**src/nlt_pkg.sv**
```systemverilog
`timescale 1ns / 1ps
package nlt_pkg;

	localparam int unsigned NOTE_LOW     = 21;
	localparam int unsigned NOTE_HIGH    = 108;
	localparam int unsigned NOTE_SPAN    = NOTE_HIGH - NOTE_LOW + 1;
	localparam int unsigned HUE_MOD      = 12;
	localparam int unsigned HUE_STEP     = 21;
	localparam int unsigned LEVEL_BASE   = 30;
	localparam int unsigned LEVEL_MAX    = 255;
	localparam int unsigned RESULT_LIMIT = 32;
	localparam int unsigned LED_W        = 12;

	localparam logic [15:0] DEFAULT_DUR_RST = 16'd200;
	localparam logic [15:0] MAX_DUR_RST     = 16'd8000;
	localparam logic [7:0]  DECAY_FLOOR_RST = 8'd10;

	localparam logic [1:0] REG_DEFAULT_DUR = 2'd0;
	localparam logic [1:0] REG_MAX_DUR     = 2'd1;
	localparam logic [1:0] REG_DECAY_FLOOR = 2'd2;

	localparam logic OP_NOTE_ON = 1'b0;
	localparam logic OP_TICK    = 1'b1;

	typedef enum logic [1:0] {
		KIND_STORED  = 2'd0,
		KIND_DROPPED = 2'd1,
		KIND_ACTIVE  = 2'd2,
		KIND_NONE    = 2'd3
	} kind_t;

	typedef struct packed {
		logic [LED_W-1:0] led;
		logic [7:0]       hue;
		logic [7:0]       level;
		logic [31:0]      expiry;
	} entry_t;

endpackage

```
**src/nlt_mem.sv**
```systemverilog
`timescale 1ns / 1ps
module nlt_mem #(
	parameter int unsigned DEPTH = 32,
	parameter int unsigned AW    = (DEPTH > 1) ? $clog2(DEPTH) : 1
) (
	input  logic            clk,
	input  logic            we,
	input  logic [AW-1:0]   waddr,
	input  nlt_pkg::entry_t wdata,
	input  logic            re,
	input  logic [AW-1:0]   raddr,
	output nlt_pkg::entry_t rdata
);
	import nlt_pkg::*;

	entry_t mem_q [DEPTH];
	entry_t rdata_q;

	always_ff @(posedge clk) begin
		if (we) begin
			mem_q[waddr] <= wdata;
		end
		if (re) begin
			rdata_q <= mem_q[raddr];
		end
	end

	assign rdata = rdata_q;

endmodule

```
**src/nlt_note.sv**
```systemverilog
`timescale 1ns / 1ps
module nlt_note #(
	parameter int unsigned MATRIX_WIDTH  = 64,
	parameter int unsigned MATRIX_HEIGHT = 64
) (
	input  logic [7:0]      note,
	input  logic [15:0]     length_ms,
	input  logic [7:0]      velocity,
	input  logic [31:0]     now_ms,
	input  logic [15:0]     default_duration,
	input  logic [15:0]     max_duration,
	output nlt_pkg::entry_t entry
);
	import nlt_pkg::*;

	localparam int unsigned ROW = MATRIX_HEIGHT / 2;

	logic [LED_W-1:0] led_tab [NOTE_SPAN];
	logic [7:0]       hue_tab [256];
	logic [7:0]       note_c;
	logic [6:0]       offset;
	logic [9:0]       lvl_sum;
	logic [15:0]      dur;

	// led index per clamped note, folded at elaboration
	for (genvar g = 0; g < NOTE_SPAN; g++) begin : g_led
		localparam int unsigned COL_RAW = (g * MATRIX_WIDTH) / NOTE_SPAN;
		localparam int unsigned COL = (COL_RAW >= MATRIX_WIDTH) ? MATRIX_WIDTH - 1 : COL_RAW;
		localparam int unsigned IDX = ((ROW % 2) == 0) ? ROW * MATRIX_WIDTH + COL
			: ROW * MATRIX_WIDTH + MATRIX_WIDTH - 1 - COL;
		assign led_tab[g] = LED_W'(IDX);
	end

	for (genvar h = 0; h < 256; h++) begin : g_hue
		assign hue_tab[h] = 8'((h % HUE_MOD) * HUE_STEP);
	end

	always_comb begin
		if (note < 8'(NOTE_LOW)) begin
			note_c = 8'(NOTE_LOW);
		end else if (note > 8'(NOTE_HIGH)) begin
			note_c = 8'(NOTE_HIGH);
		end else begin
			note_c = note;
		end
		offset = 7'(note_c - 8'(NOTE_LOW));

		lvl_sum = {1'b0, velocity, 1'b0} + 10'(LEVEL_BASE);

		if (length_ms == 16'd0) begin
			dur = default_duration;
		end else if (length_ms < max_duration) begin
			dur = length_ms;
		end else begin
			dur = max_duration;
		end

		entry.led    = led_tab[offset];
		entry.hue    = hue_tab[note];
		entry.level  = (lvl_sum > 10'(LEVEL_MAX)) ? 8'(LEVEL_MAX) : lvl_sum[7:0];
		entry.expiry = now_ms + {16'd0, dur};
	end

endmodule

```
**src/note_light_table_unit.sv**
```systemverilog
`timescale 1ns / 1ps
// channel  | dir | tdata (low bit up)                          | tuser     | tlast
// s_axis   | in  | note 8, length_ms 16, velocity 8, now 32    | operation | -
// m_axis   | out | led_index 12, hue 8, level 8, zero pad 4    | kind      | last
// cfg      | in  | cfg_wen, cfg_index 2 bits, cfg_wdata 16 bits, no read-back
//
// note on: the request is registered, then ST_NOTE loads the result into the output
// register once it is free; tick: the scan reads the stored entries one per scan cycle
// through the single read port of the entry memory and compacts the survivors, then
// each reported result takes a read and an output load (ST_EMIT_RD, ST_EMIT_OUT)
// arst_n clears the entry count and control state, presets config, not memory or data
// a stalled output holds each state that loads a result; input is taken only when idle
module note_light_table_unit #(
	parameter int unsigned MAX_NOTES     = 32,
	parameter int unsigned MATRIX_WIDTH  = 64,
	parameter int unsigned MATRIX_HEIGHT = 64
) (
	input  logic        clk,
	input  logic        arst_n,
	input  logic        cfg_wen,
	input  logic [1:0]  cfg_index,
	input  logic [15:0] cfg_wdata,
	input  logic        s_axis_tvalid,
	output logic        s_axis_tready,
	input  logic [63:0] s_axis_tdata,   // note, length_ms, velocity, now_ms
	input  logic        s_axis_tuser,   // operation
	output logic        m_axis_tvalid,
	input  logic        m_axis_tready,
	output logic [31:0] m_axis_tdata,   // led_index, hue, level, zero pad
	output logic [1:0]  m_axis_tuser,   // kind
	output logic        m_axis_tlast
);
	import nlt_pkg::*;

	localparam int unsigned AW = (MAX_NOTES > 1) ? $clog2(MAX_NOTES) : 1;
	localparam int unsigned CW = $clog2(MAX_NOTES + 1);

	typedef enum logic [5:0] {
		ST_IDLE     = 6'b000001,
		ST_NOTE     = 6'b000010,
		ST_SCAN     = 6'b000100,
		ST_EMPTY    = 6'b001000,
		ST_EMIT_RD  = 6'b010000,
		ST_EMIT_OUT = 6'b100000
	} state_t;

	state_t        state_q;
	logic [CW-1:0] cnt_q, kept_q, idx_q, emit_last_q;
	logic          rv_s1;
	logic [15:0]   def_dur_q, max_dur_q;
	logic [7:0]    floor_q;
	logic [7:0]    note_q, vel_q;
	logic [15:0]   dur_q;
	logic [31:0]   now_q;

	logic             out_valid_q, out_last_q;
	kind_t            out_kind_q;
	logic [LED_W-1:0] out_led_q;
	logic [7:0]       out_hue_q, out_level_q;

	entry_t        note_entry, rdata, wdata;
	logic          mem_we, mem_re;
	logic [AW-1:0] mem_waddr, mem_raddr;

	logic       out_free, has_room, in_take;
	logic [9:0] lv_x3;
	logic [7:0] lv_dec;
	logic [31:0] diff;
	logic       keep;

	logic             out_load, out_last_d;
	kind_t            out_kind_d;
	logic [LED_W-1:0] out_led_d;
	logic [7:0]       out_hue_d, out_level_d;

	nlt_note #(
		.MATRIX_WIDTH (MATRIX_WIDTH),
		.MATRIX_HEIGHT(MATRIX_HEIGHT)
	) u_note (
		.note            (note_q),
		.length_ms       (dur_q),
		.velocity        (vel_q),
		.now_ms          (now_q),
		.default_duration(def_dur_q),
		.max_duration    (max_dur_q),
		.entry           (note_entry)
	);

	nlt_mem #(
		.DEPTH(MAX_NOTES),
		.AW   (AW)
	) u_mem (
		.clk  (clk),
		.we   (mem_we),
		.waddr(mem_waddr),
		.wdata(wdata),
		.re   (mem_re),
		.raddr(mem_raddr),
		.rdata(rdata)
	);

	assign s_axis_tready = (state_q == ST_IDLE);
	assign in_take       = s_axis_tvalid && s_axis_tready;
	assign out_free      = !out_valid_q || m_axis_tready;
	assign has_room      = (cnt_q < CW'(MAX_NOTES));

	// decay and expiry of the entry read in the previous scan cycle
	always_comb begin
		lv_x3  = {2'b00, rdata.level} + {1'b0, rdata.level, 1'b0};
		lv_dec = (rdata.level > floor_q) ? lv_x3[9:2] : 8'd0;
		diff   = rdata.expiry - now_q;
		keep   = !(((diff == 32'd0) || diff[31]) && (lv_dec == 8'd0));
	end

	always_comb begin
		mem_re    = 1'b0;
		mem_raddr = idx_q[AW-1:0];
		mem_we    = 1'b0;
		mem_waddr = kept_q[AW-1:0];
		wdata     = '{led: rdata.led, hue: rdata.hue, level: lv_dec, expiry: rdata.expiry};
		case (state_q)
			ST_NOTE: begin
				mem_we    = out_free && has_room;
				mem_waddr = cnt_q[AW-1:0];
				wdata     = note_entry;
			end
			ST_SCAN: begin
				mem_re = (idx_q < cnt_q);
				mem_we = rv_s1 && keep;
			end
			ST_EMIT_RD: begin
				mem_re = 1'b1;
			end
			default: begin
			end
		endcase
	end

	always_comb begin
		out_load    = 1'b0;
		out_kind_d  = KIND_NONE;
		out_led_d   = '0;
		out_hue_d   = '0;
		out_level_d = '0;
		out_last_d  = 1'b1;
		case (state_q)
			ST_NOTE: begin
				out_load    = out_free;
				out_kind_d  = has_room ? KIND_STORED : KIND_DROPPED;
				out_led_d   = note_entry.led;
				out_hue_d   = note_entry.hue;
				out_level_d = note_entry.level;
			end
			ST_EMPTY: begin
				out_load = out_free;
			end
			ST_EMIT_OUT: begin
				out_load    = out_free;
				out_kind_d  = KIND_ACTIVE;
				out_led_d   = rdata.led;
				out_hue_d   = rdata.hue;
				out_level_d = rdata.level;
				out_last_d  = (idx_q == emit_last_q);
			end
			default: begin
			end
		endcase
	end

	always_ff @(posedge clk or negedge arst_n) begin
		if (!arst_n) begin
			def_dur_q <= DEFAULT_DUR_RST;
			max_dur_q <= MAX_DUR_RST;
			floor_q   <= DECAY_FLOOR_RST;
		end else if (cfg_wen) begin
			case (cfg_index)
				REG_DEFAULT_DUR: def_dur_q <= cfg_wdata;
				REG_MAX_DUR:     max_dur_q <= cfg_wdata;
				REG_DECAY_FLOOR: floor_q   <= cfg_wdata[7:0];
				default: begin
				end
			endcase
		end
	end

	always_ff @(posedge clk) begin
		if (in_take) begin
			note_q <= s_axis_tdata[7:0];
			dur_q  <= s_axis_tdata[23:8];
			vel_q  <= s_axis_tdata[31:24];
			now_q  <= s_axis_tdata[63:32];
		end
		if (out_load) begin
			out_kind_q  <= out_kind_d;
			out_led_q   <= out_led_d;
			out_hue_q   <= out_hue_d;
			out_level_q <= out_level_d;
			out_last_q  <= out_last_d;
		end
	end

	always_ff @(posedge clk or negedge arst_n) begin
		if (!arst_n) begin
			state_q     <= ST_IDLE;
			cnt_q       <= '0;
			kept_q      <= '0;
			idx_q       <= '0;
			emit_last_q <= '0;
			rv_s1       <= 1'b0;
			out_valid_q <= 1'b0;
		end else begin
			if (out_load) begin
				out_valid_q <= 1'b1;
			end else if (m_axis_tready) begin
				out_valid_q <= 1'b0;
			end
			case (state_q)
				ST_IDLE: begin
					rv_s1 <= 1'b0;
					if (in_take) begin
						idx_q   <= '0;
						kept_q  <= '0;
						state_q <= (s_axis_tuser == OP_TICK) ? ST_SCAN : ST_NOTE;
					end
				end
				ST_NOTE: begin
					if (out_free) begin
						if (has_room) begin
							cnt_q <= cnt_q + CW'(1);
						end
						state_q <= ST_IDLE;
					end
				end
				ST_SCAN: begin
					rv_s1 <= mem_re;
					if (mem_re) begin
						idx_q <= idx_q + CW'(1);
					end
					if (rv_s1 && keep) begin
						kept_q <= kept_q + CW'(1);
					end
					// compaction done once no read is issued or in flight
					if (!mem_re && !rv_s1) begin
						cnt_q <= kept_q;
						idx_q <= '0;
						if (8'(kept_q) > 8'(RESULT_LIMIT)) begin
							emit_last_q <= CW'(RESULT_LIMIT - 1);
						end else begin
							emit_last_q <= kept_q - CW'(1);
						end
						state_q <= (kept_q == '0) ? ST_EMPTY : ST_EMIT_RD;
					end
				end
				ST_EMPTY: begin
					if (out_free) begin
						state_q <= ST_IDLE;
					end
				end
				ST_EMIT_RD: begin
					state_q <= ST_EMIT_OUT;
				end
				ST_EMIT_OUT: begin
					if (out_free) begin
						idx_q   <= idx_q + CW'(1);
						state_q <= (idx_q == emit_last_q) ? ST_IDLE : ST_EMIT_RD;
					end
				end
				default: begin
					state_q <= ST_IDLE;
				end
			endcase
		end
	end

	assign m_axis_tvalid = out_valid_q;
	assign m_axis_tdata  = {4'b0000, out_level_q, out_hue_q, out_led_q};
	assign m_axis_tuser  = out_kind_q;
	assign m_axis_tlast  = out_last_q;

endmodule

```
**config.mk**
```make
export PLATFORM = sky130hd
export DESIGN_NAME = note_light_table_unit
export DESIGN_NICKNAME = d
export VERILOG_FILES = /design/src/nlt_pkg.sv /design/src/nlt_mem.sv /design/src/nlt_note.sv /design/src/note_light_table_unit.sv
export SDC_FILE = /design/constraint.sdc
export NUM_CORES = 2
export LEC_CHECK = 0
export BUFFER_PORTS_ARGS = -buffer_cell sky130_fd_sc_hd__buf_2
export CORE_MARGIN = 2
export CORE_UTILIZATION = 60
export CTS_CLUSTER_DIAMETER = 120
export CTS_CLUSTER_SIZE = 40
export DETAILED_ROUTE_END_ITERATION = 6
export PLACE_DENSITY = 0.76
export SLEW_MARGIN = 20
export SYNTH_ARGS = -nofsm -noshare
export SYNTH_HDL_FRONTEND = slang
export SYNTH_SLANG_ARGS = --single-unit
```
**constraint.sdc**
```tcl
create_clock -name clk -period 8.1 [get_ports clk]
set_input_delay 2.025 -clock clk [delete_from_list [all_inputs] [get_ports clk]]
set_output_delay 2.025 -clock clk [all_outputs]
set_load 0.02 [all_outputs]
```
# Word-level counts from Yosys, hierarchy flattened
# Memories as Yosys holds them, arrays and structs flattened. A register that Yosys moved wholly into a read port is not among the register bits.
# Index checks and enable logic that the tools add are counted.
word_totals:
  rom_bits: 3584
  ff_bits: 167
  input_bits: 88
  out_inout_bits: 37
  mem_count: 3
  mem_bits_rw: 1920
classes:
  n_lt_le_gt_ge: 10
  add_sub_neg: 9
  reduce_logical: 30
  mux: 45
  n_bitwise: 2
  n_eq_ne: 17
memory_table:
  columns: ["memory", "words", "word_bits", "rd", "rd_ports_with_merged_regs", "wr", "line", "rtl"]
  rows:
  - ["(no name shown)", 256, 8, 1, 0, 0, "nlt_note.sv:59", "entry.hue = hue_tab[note];"]
  - ["u_mem.mem_q", 32, 60, 1, 1, 1, "nlt_mem.sv:16", "entry_t mem_q [DEPTH];"]
  - ["(no name shown)", 128, 12, 1, 0, 0, "nlt_note.sv:58", "entry.led = led_tab[offset];"]
ops:
  columns: ["operator", "count"]
  rows:
  - ["$mux 6", 13]
  - ["$mux 60", 1]
  - ["$add 32x16->32", 1]
  - ["$logic_not 32->1", 1]
  - ["$mux 16", 2]
  - ["$mux 8", 4]
  - ["$pmux 8 s2", 2]
  - ["$sub 32x32->32", 1]
  - ["$pmux 6 s5", 1]
  - ["$mux 12", 2]
  - ["$pmux 12 s2", 1]
  - ["$pmux 6 s2", 2]
  - ["$add 6x1->6 const B", 3]
  - ["$pmux 6 s3", 1]
  - ["$logic_not 16->1", 1]
  - ["$lt 16x16->1", 1]
  - ["$mux 5", 3]
  - ["$mux 7", 2]
  - ["$reduce_and 4->1", 3]
  - ["$add 8x9->10", 1]
  - ["$add 9x5->10 const B", 1]
  - ["$gt 10x8->1 const B", 1]
  - ["$ne 2x2->1 const B", 5]
  - ["$ge 9x9->1 const B", 1]
  - ["38 further kinds", 59]

# Depth between registers and ports, before layout
logic_depth:
  ltp_word: 9
  ltp_mapped: 26
  ltp_nobuf: 26

# Cells and area by module
# Synthesis repeated with hierarchy kept, for this count alone.
hier_totals:
  cells_unflattened: 5876
  area_unflattened_um2: 90620.7
by_module_without_submodules:
  columns: ["mod", "n_inst", "cells_per_inst", "area_per_inst_um2"]
  rows:
  - ["nlt_mem", 1, 4195, 76458.3]
  - ["note_light_table_unit", 1, 1076, 10134.7]
  - ["nlt_note", 1, 605, 4027.6]

# Worst setup path before layout
# No wires, ideal clock.
synth_path:
  path_kind: "register -> register"
  startpoint: "register now_q[0]"
  endpoint: "memory u_mem.mem_q[28][0] (netlist name) (enable)"
  synth_period_minus_slack_ns: 7.510
  stages_incl_launch_ff: 15
  setup_slack_ns: 0.590
  t_arrival_ns: 6.958
  t_required_ns: 7.548
  n_path_buf: 1
  path_cell_list: "edfxtp_1 > ha_1 > fa_1 > nand2b_1 > a221oi_2 > o221a_2 > o211ai_1 > a21oi_1 > mux2_2 > nand4_1 > or4_1 > o31a_1 > a21oi_2 > buf_2 > nor3_1"
synth_via:
  elab_chain_cells: 9
synth_rtl:
  columns: ["item", "line", "rtl"]
  rows:
  - ["start, declared", "note_light_table_unit.sv:54", "logic [31:0] now_q;"]
  - ["start signal, assigned", "note_light_table_unit.sv:191", "now_q <= s_axis_tdata[63:32];"]
  - ["$sub 32x32->32 *", "note_light_table_unit.sv:111", "diff = rdata.expiry - now_q;"]
  - ["$logic_not 32->1", "note_light_table_unit.sv:112", "keep = !(((diff == 32'd0) || diff[31]) && (lv_dec == 8'd0));"]
  - ["$logic_or 1x1->1 *", "note_light_table_unit.sv:112", null]
  - ["$logic_and 1x1->1 *", "note_light_table_unit.sv:112", null]
  - ["$logic_not 1->1 *", "note_light_table_unit.sv:112", null]
  - ["$logic_and 1x1->1 *", "note_light_table_unit.sv:129", "mem_we = rv_s1 && keep;"]
  - ["$pmux 1 s2 *", "note_light_table_unit.sv:121", "case (state_q)"]
  - ["$mux 1 *", "nlt_mem.sv:20", "if (we) begin"]
  - ["$mux 1 (implied by the code) *", "nlt_mem.sv:21", "mem_q[waddr] <= wdata;"]
  - ["end, declared", "nlt_mem.sv:16", null]
# Every way passes the cells marked *; elsewhere a longest branch is shown, timed or not.

==> results.json <==
{
  "syn_to_final_growth_pct": 6.063,
  "final_common_cell": "edfxtp_1",
  "clkLatencyLatePin_ns": 0.76,
  "yosysWarnings": 0,
  "initialDrtViolationCount": 6658,
  "wirelength_um": 217100,
  "crit_fanout": 32,
  "fin_nets": 4759,
  "syn_inst": 4483,
  "max-clock-path-buffers": 3,
  "grt_pass1_wl_um": 309800,
  "die-area_sq_mm": 0.1504,
  "ios": 125,
  "slowest_stage": "o21ai_2",
  "max_freq_ghz": 0.1370,
  "status": "completed",
  "port_buffers": 120,
  "arrival_ns": 7.71,
  "min_path_type": "flop to flop",
  "fin_area_sq_mm": 0.09374,
  "cts.sinks": 2147,
  "ys_seq_area_share_pct": 72.55,
  "path_class": "flop to flop",
  "core_sq_mm": 0.1459,
  "die_w_um": 387.8,
  "synth.avg_cell_area_sq_um": 19.72,
  "dr_total_vias": 45530,
  "root_buffer": "clkbuf_16",
  "power_density_mw_per_mm2": 246.6,
  "ctsHoldBuffers": 0,
  "die_h_um": 387.8,
  "p_total_mw": 23.12,
  "route.detailed.drc": 0,
  "crit_start": "dur_q[1]",
  "slew_headroom_pct": 20.51,
  "tightestPinTransition_ns": 1.180,
  "r2r_start": "dur_q[1]",
  "grt_usage_pct": 28.76,
  "path_common_cell": "a21o_1",
  "p_leak_nw": 28.99,
  "final_cell_mix": "edfxtp_1 (2075), mux4_2 (601), nand2_1 (206), buf_4 (127), buf_2 (119)",
  "setup_viol": 0,
  "hp-start": "def_dur_q[10]",
  "rsz0062_at_grt": "no",
  "cts_tree": "done",
  "synthDistinctLibCells": 86,
  "fin_skew_ns": 0.04122,
  "synth.cell_area_sq_mm": 0.08838,
  "numCtsBuffers": 61,
  "drt_pre_antenna_iters": 6,
  "path_cells": "ha_1 > a21o_1 > a21o_1 > a21o_1 > a21o_1 > a21oi_1 > o21ai_0 > a221o_1 > a211oi_4 > mux2i_1 > o21ai_0 > ha_1 > a21o_1 > a21oi_1 > o21ba_2 > o21ai_0 > a41oi_1 > a211oi_1 > a41o_1 > o41a_1 > buf_4 > nand2_1 > xnor2_1 > o21ai_2",
  "slew_viol_final": 0,
  "post_cts.repair.setup_buffers": 0,
  "place_area_sq_mm": 0.09179,
  "via_per_inst": 6.985,
  "drive_above_1_share_pct": 24.65,
  "antenna_found_initial": 9,
  "cp-start-kind": "flop",
  "hold_viol": 0,
  "cts_resized": 0,
  "grt_start_max_net_pins": 139,
  "cap_violations": 0,
  "row_count": 140,
  "ir_drop_mv": 0.1986,
  "ys_ff_latch": 2147,
  "critPathRequiredTime_ns": 8.51,
  "clk_pin_slew_ns": 0.14,
  "ys.flop_type": "edfxtp_1",
  "grt_pass1_vias": 43790,
  "critPathMaxStageDelay_ns": 0.83,
  "synthArstFlopShare_pct": 3.354,
  "ant_nets": 0,
  "floorplan.initialDensity_pct": 60.57,
  "period_share_pct": 90.13,
  "synth_edf_count": 2075,
  "endpoint_kind": "flop",
  "htreeDepth": 2,
  "grt.overflow.total": 0,
  "wl_per_cell_um": 33.31,
  "hpwl_um": 121400,
  "min_period_ns": 7.300,
  "tns_ns": 0,
  "place.gp.congestion": 0.8992
}
## worst max-delay path, delay by kind of cell (launching register included)
kind	cells	cell delay, ns
AO/OA/AOI/OAI	18	5.17
XOR/XNOR	1	0.15
adder cells (fa/ha/maj)	2	0.62
buffers and inverters	1	0.22
flip-flops	1	0.45
multiplexers	1	0.27
AND/OR/NAND/NOR	1	0.06
## Yosys cell counts, types with 7 or more instances
cell	instances	share of area (%)
edfxtp_1	2075	70
mux4_2	601	15
nand2_1	206	0.87
clkbuf_1	166	0.70
o21ai_0	131	0.74
nor2_1	116	0.49
a21oi_1	107	0.61
mux2_2	105	1.3
ha_1	101	1.4
inv_1	95	0.40
nor3_1	76	0.43
dfrtp_1	60	1.7
buf_1	51	0.22
xnor2_1	48	0.48
nand3_1	47	0.27
a21o_1	42	0.36
mux2i_1	28	0.32
a31oi_1	25	0.18
nand4_1	24	0.17
and3_1	23	0.16
nor4_1	21	0.15
and2_1	18	0.13
xor2_1	18	0.18
a211oi_1	17	0.14
buf_2	17	0.096
nand2b_1	16	0.11
nor2b_1	16	0.11
o31ai_1	14	0.12
o211ai_1	13	0.11
or3_1	13	0.092
dfstp_2	12	0.36
o21a_1	11	0.093
o21bai_1	11	0.093
o22ai_1	10	0.071
a211o_1	7	0.069
a32oi_1	7	0.069
clkinv_1	7	0.030
o221ai_1	7	0.069
## flip-flops by register name (all words and copies together) (netlist names), 8 cells and up
signal	cells
now_q	32
u_mem.rdata	60
floor_q	8
out_level_q	8
note_q	8
u_mem.mem_q	1920
def_dur_q	16
vel_q	8
out_led_q	12
dur_q	16
out_hue_q	8
max_dur_q	16
## area by class of cell
| type | count | area (sq um) |
|---|---|---|
| sequential | 2147 | 64150 |
| fill | 9520 | 52170 |
| multi-input combinational | 1998 | 23320 |
| tap | 1917 | 2399 |
| timing repair buffer | 257 | 1715 |
| clock buffer | 84 | 1655 |
| inverter | 102 | 385.4 |
| clock inverter | 9 | 115.1 |
| antenna | 4 | 10.01 |
## through the flow
stage               hold WS (ns)  worst slack (ns)  std cells  util, %
global placement          0.4891             1.088       6417    62.90
detailed placement        0.4989            0.9591       6417    62.91
finish                    0.5267            0.7996       6518    64.24
global route              0.5367            0.3968       6516    64.24
floorplan                 0.4794            0.5903       4486        -
CTS                       0.5294            0.8857       6510    64.12
## final timing paths
path	cells after the start	slack, ns	endpoint
max	24	0.80	u_mem.mem_q[27][17]
min	1	0.53	def_dur_q[10]
max reg2reg	24	0.80	u_mem.mem_q[27][17]
min reg2reg	1	0.53	def_dur_q[10]
max in group asynchronous	2	5.86	max_dur_q[7]
min in group asynchronous	1	1.20	idx_q[4]
## cells by family (layout without fill, tap and decap cells)
family / after synthesis / after routing / synth area share [%]
other: 1 / 8 / 0.004243
flip-flops: 2147 / 2147 / 72.55
multiplexers: 734 / 734 / 16.97
AO/OA/AOI/OAI: 483 / 483 / 3.566
buffers and inverters: 341 / 452 / 1.491
XOR/XNOR: 66 / 66 / 0.6540
adder cells (fa/ha/maj): 104 / 104 / 1.498
AND/OR/NAND/NOR: 607 / 607 / 3.263
## report_power, final
| part | internal, mW | leakage (nW) | switching [mW] |
|---|---|---|---|
| Clock | 1.48 | 0.855 | 3.04 |
| Combinational | 1.51 | 8.55 | 3.24 |
| Sequential | 13.6 | 19.6 | 0.274 |
## layer usage
layer / track usage (%) / part of all wire [%] / wire length (um)
met2: 44.91 / 47 / 103100
met4: 7.010 / 2.6 / 5685
met1: 42.48 / 38 / 83230
met3: 5.881 / 12 / 25110
met5: 0 / 0.010 / 22
Power figures use the tool's default switching activity.
